### src/rtl/fthi_pkg.sv
`timescale 1ns / 1ps
`default_nettype none

package fthi_pkg;

  // Field widths
  localparam int ID_W   = 32;
  localparam int HASH_W = 32;
  localparam int SLOT_W = 10;

  // Default number of table slots
  localparam int TABLE_ENTRIES_DEF = 1000;

endpackage

`default_nettype wire

### src/rtl/flow_triple_hash_index_core.sv
`timescale 1ns / 1ps
`default_nettype none

// Channel   | Ports                                         | Handshake
// ----------+-----------------------------------------------+----------------------------
// input     | start, busy, in_flow_id                       | start && !busy
// result    | out_valid, out_slot_first/second/third        | one-cycle strobe, no stall
//
// An accepted transaction reaches its out_valid strobe through the input
// register, four mix stages and three modulo stages.
// One transaction per cycle; busy is low whenever rst_n is high, since every
// stage advances each cycle. Reset (rst_n, synchronous) clears only the valid
// pipeline and holds busy high so nothing is taken in while it is asserted.
// The receiver cannot stall, so no result is ever held back.
module flow_triple_hash_index_core #(
  parameter int TABLE_ENTRIES = fthi_pkg::TABLE_ENTRIES_DEF
) (
  input  wire logic                               clk,
  input  wire logic                               rst_n,
  input  wire logic                               start,
  output logic                                    busy,
  input  wire logic signed [fthi_pkg::ID_W-1:0]   in_flow_id,
  output logic                                    out_valid,
  output logic             [fthi_pkg::SLOT_W-1:0] out_slot_first,
  output logic             [fthi_pkg::SLOT_W-1:0] out_slot_second,
  output logic             [fthi_pkg::SLOT_W-1:0] out_slot_third
);
  import fthi_pkg::*;

  localparam int LAT = 8;
  localparam int RW  = $clog2(TABLE_ENTRIES) + 1;

  logic              accept;
  logic [ID_W-1:0]   id_r;
  logic [LAT-1:0]    vld_r, vld_nxt;
  logic [HASH_W-1:0] h1, h2, h3;
  logic [RW-1:0]     r1, r2, r3;

  // Fully pipelined; only reset holds the input off.
  assign busy   = !rst_n;
  assign accept = start && !busy;

  always_ff @(posedge clk) begin
    if (accept) begin
      id_r <= in_flow_id;
    end
  end

  // Transaction marker follows the data down the pipe.
  assign vld_nxt = {vld_r[LAT-2:0], accept};

  always_ff @(posedge clk) begin
    if (!rst_n) begin
      vld_r <= '0;
    end else begin
      vld_r <= vld_nxt;
    end
  end

  fthi_mix u_mix (
    .clk         (clk),
    .id          (id_r),
    .hash_first  (h1),
    .hash_second (h2),
    .hash_third  (h3)
  );

  fthi_modred #(.N(TABLE_ENTRIES)) u_mod_first (
    .clk (clk),
    .x   (h1),
    .rem (r1)
  );

  fthi_modred #(.N(TABLE_ENTRIES)) u_mod_second (
    .clk (clk),
    .x   (h2),
    .rem (r2)
  );

  fthi_modred #(.N(TABLE_ENTRIES)) u_mod_third (
    .clk (clk),
    .x   (h3),
    .rem (r3)
  );

  // Wide tables keep only the low slot bits of the remainder.
  assign out_valid       = vld_r[LAT-1];
  assign out_slot_first  = SLOT_W'(HASH_W'(r1));
  assign out_slot_second = SLOT_W'(HASH_W'(r2));
  assign out_slot_third  = SLOT_W'(HASH_W'(r3));

  // Every accepted transaction produces exactly one strobe.
  a_latency_fwd: assert property (@(posedge clk) disable iff (!rst_n)
    accept |-> ##8 out_valid)
    else $error("result strobe missing after accepted transaction");

  a_latency_bwd: assert property (@(posedge clk) disable iff (!rst_n)
    out_valid |-> $past(accept, 8))
    else $error("result strobe without an accepted transaction");

  a_first_range: assert property (@(posedge clk) disable iff (!rst_n)
    out_valid |-> (TABLE_ENTRIES > 1024) || (HASH_W'(out_slot_first) < TABLE_ENTRIES))
    else $error("first slot out of table range");

  a_third_range: assert property (@(posedge clk) disable iff (!rst_n)
    out_valid |-> (TABLE_ENTRIES > 1024) ||
      ((HASH_W'(out_slot_second) < TABLE_ENTRIES) &&
       (HASH_W'(out_slot_third) < TABLE_ENTRIES)))
    else $error("second or third slot out of table range");

endmodule

`default_nettype wire

### src/rtl/fthi_mix.sv
`timescale 1ns / 1ps
`default_nettype none

// Four-stage integer mix: 64-to-32 mix and 32-bit mix side by side,
// plus the combined hash in the last stage.
module fthi_mix (
  input  wire logic                        clk,
  input  wire logic [fthi_pkg::ID_W-1:0]   id,
  output logic      [fthi_pkg::HASH_W-1:0] hash_first,
  output logic      [fthi_pkg::HASH_W-1:0] hash_second,
  output logic      [fthi_pkg::HASH_W-1:0] hash_third
);
  import fthi_pkg::*;

  localparam int W64 = 2 * HASH_W;

  // stage 1
  logic [W64-1:0]    k0, a1, sh1, w1_nxt, w1_r;
  logic [HASH_W-1:0] a2, sh2, v1_nxt, v1_r;
  // stage 2
  logic [W64-1:0]    m2_nxt, m2_r;
  logic [HASH_W-1:0] c2, sh3, v2_nxt, v2_r;
  // stage 3
  logic [W64-1:0]    e3, sh4, f3_nxt, f3_r;
  logic [HASH_W-1:0] g3, sh5, v3_nxt, v3_r;
  // stage 4
  logic [W64-1:0]    sh6;
  logic [HASH_W-1:0] h1_nxt, h1_r, h2_r, h3_nxt, h3_r;

  always_comb begin
    k0     = {{(W64-ID_W){id[ID_W-1]}}, id};
    a1     = ~k0 + (k0 << 18);
    sh1    = W64'($signed(a1) >>> 31);
    w1_nxt = a1 ^ sh1;

    a2     = id + ~(id << 15);
    sh2    = HASH_W'($signed(a2) >>> 10);
    v1_nxt = a2 ^ sh2;
  end

  always_comb begin
    // times 21 as shift-add
    m2_nxt = (w1_r << 4) + (w1_r << 2) + w1_r;

    c2     = v1_r + (v1_r << 3);
    sh3    = HASH_W'($signed(c2) >>> 6);
    v2_nxt = c2 ^ sh3;
  end

  always_comb begin
    sh4    = W64'($signed(m2_r) >>> 11);
    e3     = m2_r ^ sh4;
    f3_nxt = e3 + (e3 << 6);

    g3     = v2_r + ~(v2_r << 11);
    sh5    = HASH_W'($signed(g3) >>> 16);
    v3_nxt = g3 ^ sh5;
  end

  always_comb begin
    sh6    = W64'($signed(f3_r) >>> 22);
    h1_nxt = f3_r[HASH_W-1:0] ^ sh6[HASH_W-1:0];
    h3_nxt = h1_nxt ^ (v3_r << 1);
  end

  always_ff @(posedge clk) begin
    w1_r <= w1_nxt;
    v1_r <= v1_nxt;
    m2_r <= m2_nxt;
    v2_r <= v2_nxt;
    f3_r <= f3_nxt;
    v3_r <= v3_nxt;
    h1_r <= h1_nxt;
    h2_r <= v3_r;
    h3_r <= h3_nxt;
  end

  assign hash_first  = h1_r;
  assign hash_second = h2_r;
  assign hash_third  = h3_r;

endmodule

`default_nettype wire

### src/rtl/fthi_modred.sv
`timescale 1ns / 1ps
`default_nettype none

// x mod N in three stages: reciprocal multiply, back-multiply, subtract
// with one correction. The quotient estimate is exact or one low.
module fthi_modred #(
  parameter int N = fthi_pkg::TABLE_ENTRIES_DEF
) (
  input  wire logic                          clk,
  input  wire logic [fthi_pkg::HASH_W-1:0]   x,
  output logic      [$clog2(N):0]            rem
);
  import fthi_pkg::*;

  localparam int RW = $clog2(N) + 1;
  localparam logic [HASH_W-1:0]   RECIP = HASH_W'((64'd1 << HASH_W) / N);
  localparam logic [HASH_W-1:0]   NDIV  = HASH_W'(N);
  localparam logic [RW-1:0]       NREM  = RW'(N);

  logic [2*HASH_W-1:0] prod_nxt;
  logic [HASH_W-1:0]   q_r, xa_r, xb_r, qn_nxt, qn_r, diff;
  logic [RW-1:0]       diff_lo, rem_nxt, rem_r;

  always_comb begin
    prod_nxt = (2*HASH_W)'(x) * (2*HASH_W)'(RECIP);
    qn_nxt   = q_r * NDIV;
    diff     = xb_r - qn_r;
    diff_lo  = diff[RW-1:0];
    rem_nxt  = (diff_lo >= NREM) ? (diff_lo - NREM) : diff_lo;
  end

  always_ff @(posedge clk) begin
    q_r   <= prod_nxt[2*HASH_W-1:HASH_W];
    xa_r  <= x;
    qn_r  <= qn_nxt;
    xb_r  <= xa_r;
    rem_r <= rem_nxt;
  end

  assign rem = rem_r;

endmodule

`default_nettype wire

### config.mk
export PLATFORM = sky130hd
export DESIGN_NAME = flow_triple_hash_index_core
export DESIGN_NICKNAME = d
export VERILOG_FILES = /design/src/rtl/fthi_pkg.sv /design/src/rtl/flow_triple_hash_index_core.sv /design/src/rtl/fthi_mix.sv /design/src/rtl/fthi_modred.sv
export SDC_FILE = /design/constraint.sdc
export NUM_CORES = 2
export LEC_CHECK = 0
export BUFFER_PORTS_ARGS = -buffer_cell sky130_fd_sc_hd__buf_4
export CORE_MARGIN = 2
export CORE_UTILIZATION = 50
export DETAILED_ROUTE_END_ITERATION = 10
export PLACE_DENSITY = 0.74
export SYNTH_ARGS = -nofsm -noshare
export SYNTH_HDL_FRONTEND = slang
export SYNTH_SLANG_ARGS = --single-unit
### constraint.sdc
create_clock -name clk -period 8.7 [get_ports clk]
set_input_delay 0.87 -clock clk [delete_from_list [all_inputs] [get_ports clk]]
set_output_delay 0.87 -clock clk [all_outputs]
set_load 0.05 [all_outputs]
==> impl_metrics.env <==
export IMPL_run_status="complete, no violations"
export IMPL_reg2reg_from="u_mix.hash_second[13]$_DFF_P_"
export IMPL_drive_gt1_share_pct=3.634
export IMPL_grt_overflow_total=0
export IMPL_syn_to_final_growth_pct=7.861
export IMPL_synth_edff_count=32
export IMPL_synth_top_area_share_pct=24.30
export IMPL_grt_pass1_wl_mm=202.6
export IMPL_ctsHoldBuffers=0
export IMPL_fmax_mhz=145.1
export IMPL_cp_startpoint="u_mix.hash_second[13]$_DFF_P_"
export IMPL_fin_area_um2=60340
export IMPL_numCtsBuffers=59
export IMPL_setup_viol=0
export IMPL_io_pin_count=67
export IMPL_dp_cells=7160
export IMPL_first_pass_iters=7
export IMPL_clk_latency_ns=0.69
export IMPL_routedWlPerCell_um=16.77
export IMPL_cts_setup_buffers=0
export IMPL_grt_max_degree=33
export IMPL_fin_skew_ns=0.05083
export IMPL_required_ns=9.24
export IMPL_cts_root_buffer_cell="clkbuf_16"
export IMPL_cp_slowest_cell="dfxtp_1"
export IMPL_dpl_hpwl_mm=102.0
export IMPL_post_synth_top_count_cell="inv_1"
export IMPL_detailedRoute_firstIterationViolations=2057
export IMPL_netlist_area_um2=55940
export IMPL_seq_area_frac_synth_pct=20.22
export IMPL_initial_core_util_pct=50.48
export IMPL_crit_chain="ha_1 > inv_1 > fa_1 > inv_1 > ha_1 > inv_1 > fa_1 > inv_1 > fa_1 > fa_1 > inv_1 > fa_1 > inv_1 > ha_1 > a21oi_1 > o21ai_0 > a221o_1 > a211o_1 > o32ai_1 > o21bai_1 > a21o_1 > a41o_1 > o31a_1 > xor2_1"
export IMPL_cts_path_max_buffers=3
export IMPL_path_class="reg -> reg"
export IMPL_rsz0062_at_grt="no"
export IMPL_rows=122
export IMPL_async_reset_ff_share_pct=0
export IMPL_fin_crit_sh_pct=79.21
export IMPL_dr_total_vias=37031
export IMPL_synth_cell_types=87
export IMPL_slew_violations=0
export IMPL_maxCapViolations=0
export IMPL_cts_tree="done"
export IMPL_cpMostUsedCell="inv_1"
export IMPL_hp_start="u_mod_third.xa_r[4]$_DFF_P_"
export IMPL_fin_nets=7430
export IMPL_cp_start_kind="flop"
export IMPL_syn_inst=5629
export IMPL_cts_htree_levels=2
export IMPL_tightest_slew_ns=1.132
export IMPL_ant_nets=0
export IMPL_coreArea_um2=110800
export IMPL_ys_ff_latch=549
export IMPL_synth_top_cell_by_area="fa_1"
export IMPL_grt_pass1_vias=39302
export IMPL_cp_data_arrival_time_ns=7.43
export IMPL_stdcell_count=7267
export IMPL_cts_sinks=549
export IMPL_fp_dieW_um=338.5
export IMPL_wl_mm=121.9
export IMPL_ys_flop_type="dfxtp_1"
export IMPL_numPortBuffers=66
export IMPL_cpPeakStageDelay_ns=0.62
export IMPL_syn_area_per_cell_um2=9.939
export IMPL_fp_dieH_um=338.5
export IMPL_path_clk_slew_ns=0.06
export IMPL_final_setup_tns_ns=0
export IMPL_drc_errors=0
export IMPL_hp_class="reg -> reg"
export IMPL_fillers=9719
export IMPL_vias_per_cell=5.096
export IMPL_endpoint_kind="flop"
export IMPL_final_hold_viol_count=0
export IMPL_synth_area_leaders="fa_1, ha_1, dfxtp_1"
export IMPL_grt_antenna_before_repair=0
export IMPL_post_place_ws_ns=1.763
export IMPL_layout_min_cycle_time_ns=6.892
export IMPL_path_max_fanout=10
export IMPL_yosysWarnings=0
export IMPL_cts_resized_gates=0
export IMPL_slew_headroom_pct=24.16
export IMPL_track_usage_pct=21.88
export IMPL_gp_congestion=0.9166
export IMPL_die_area_um2=114600
export IMPL_dpl_cell_area_um2=58230
export IMPL_fin_ws_ns=1.808
export IMPL_synthTopCellsByCount="inv_1, ha_1, fa_1, dfxtp_1, xnor2_1"
==> routing by layer <==
metal	share of wire (%)	vias to the layer above	wire length (um)	global-route usage, %
met5	0	-	0	0
met2	47	750	57850	37.08
li1	-	18126	-	-
met4	3.6	0	4360	7.565
met1	45	17940	54380	28.89
met3	4.3	215	5300	2.675
==> layout by cell type (no fill, tap or decap), drive strengths merged, types with 30 or more instances in the layout <==
master,n
nand2,146
nor2b,30
clkbuf,76
edfxtp,32
o21bai,36
xor2,249
nand4,30
nor3,52
fa,679
o21ai,147
xnor2,336
nand3,60
buf,76
nor2,141
inv,1433
ha,983
a21o,137
a21oi,212
dfxtp,517
==> worst max-delay path: cells and delay by family (launching register included) <==
| family | cells | cell delay, ns |
|---|---|---|
| buf+inv | 6 | 0.29 |
| xor+xnor | 1 | 0.14 |
| compound gates | 9 | 2.44 |
| fa+ha+maj | 8 | 3.24 |
| flops | 1 | 0.62 |
==> logic make-up after synthesis <==
logic type	Yosys count	share of synthesized area [%]
other cells	1	0.006703
mux	2	0.03579
simple gates	612	5.513
compound gates	751	8.852
xor+xnor	585	9.205
fa+ha+maj	1662	46.28
flops	549	20.22
buf+inv	1467	9.887
==> cell type report <==
cell class	instances	area (um^2)	area share (%)
Sequential cell	549	11310	18.74
Timing Repair Buffer	76	570.5	0.9455
Antenna cell	1	2.502	0.004147
Clock buffer	76	1632	2.704
Clock inverter	30	480.5	0.7962
Multi-Input combinational cell	3619	39130	64.84
Inverter	1428	5360	8.883
Tap cell	1488	1862	3.085
==> worst paths after layout <==
check	end	slack, ns	depth (start not counted)
setup / recovery	u_mod_second.q_r[6]$_DFF_P_	1.81	24
hold / removal	u_mod_third.xb_r[4]$_DFF_P_	0.32	0
setup reg to reg	u_mod_second.q_r[6]$_DFF_P_	1.81	24
hold reg to reg	u_mod_third.xb_r[4]$_DFF_P_	0.32	0
==> registers in the layout, indices dropped and copies added (netlist names), 11 cells and up <==
| register | flops |
|---|---|
| u_mod_third.xb_r | 11 |
| u_mod_third.xa_r | 11 |
| u_mod_second.xa_r | 11 |
| u_mod_second.xb_r | 11 |
| u_mix.hash_second | 31 |
| u_mix.f3_r | 54 |
| u_mix.v2_r | 31 |
| u_mix.w1_r | 63 |
| u_mix.v3_r | 31 |
| id_r | 32 |
| u_mix.hash_first | 31 |
| u_mix.hash_third | 32 |
| u_mix.v1_r | 31 |
| u_mix.m2_r | 64 |
==> stage by stage <==
step,util [%],hold slack (ns)
after floorplan,-,0.3096
after global placement,52.54,0.3107
after detailed placement,52.54,0.3121
after CTS,54.45,0.3027
after global routing,54.45,0.3161
final,54.45,0.3234
Power is not shown: default switching activity piles up to over one toggle a cycle in this logic, so the estimate is an artifact.
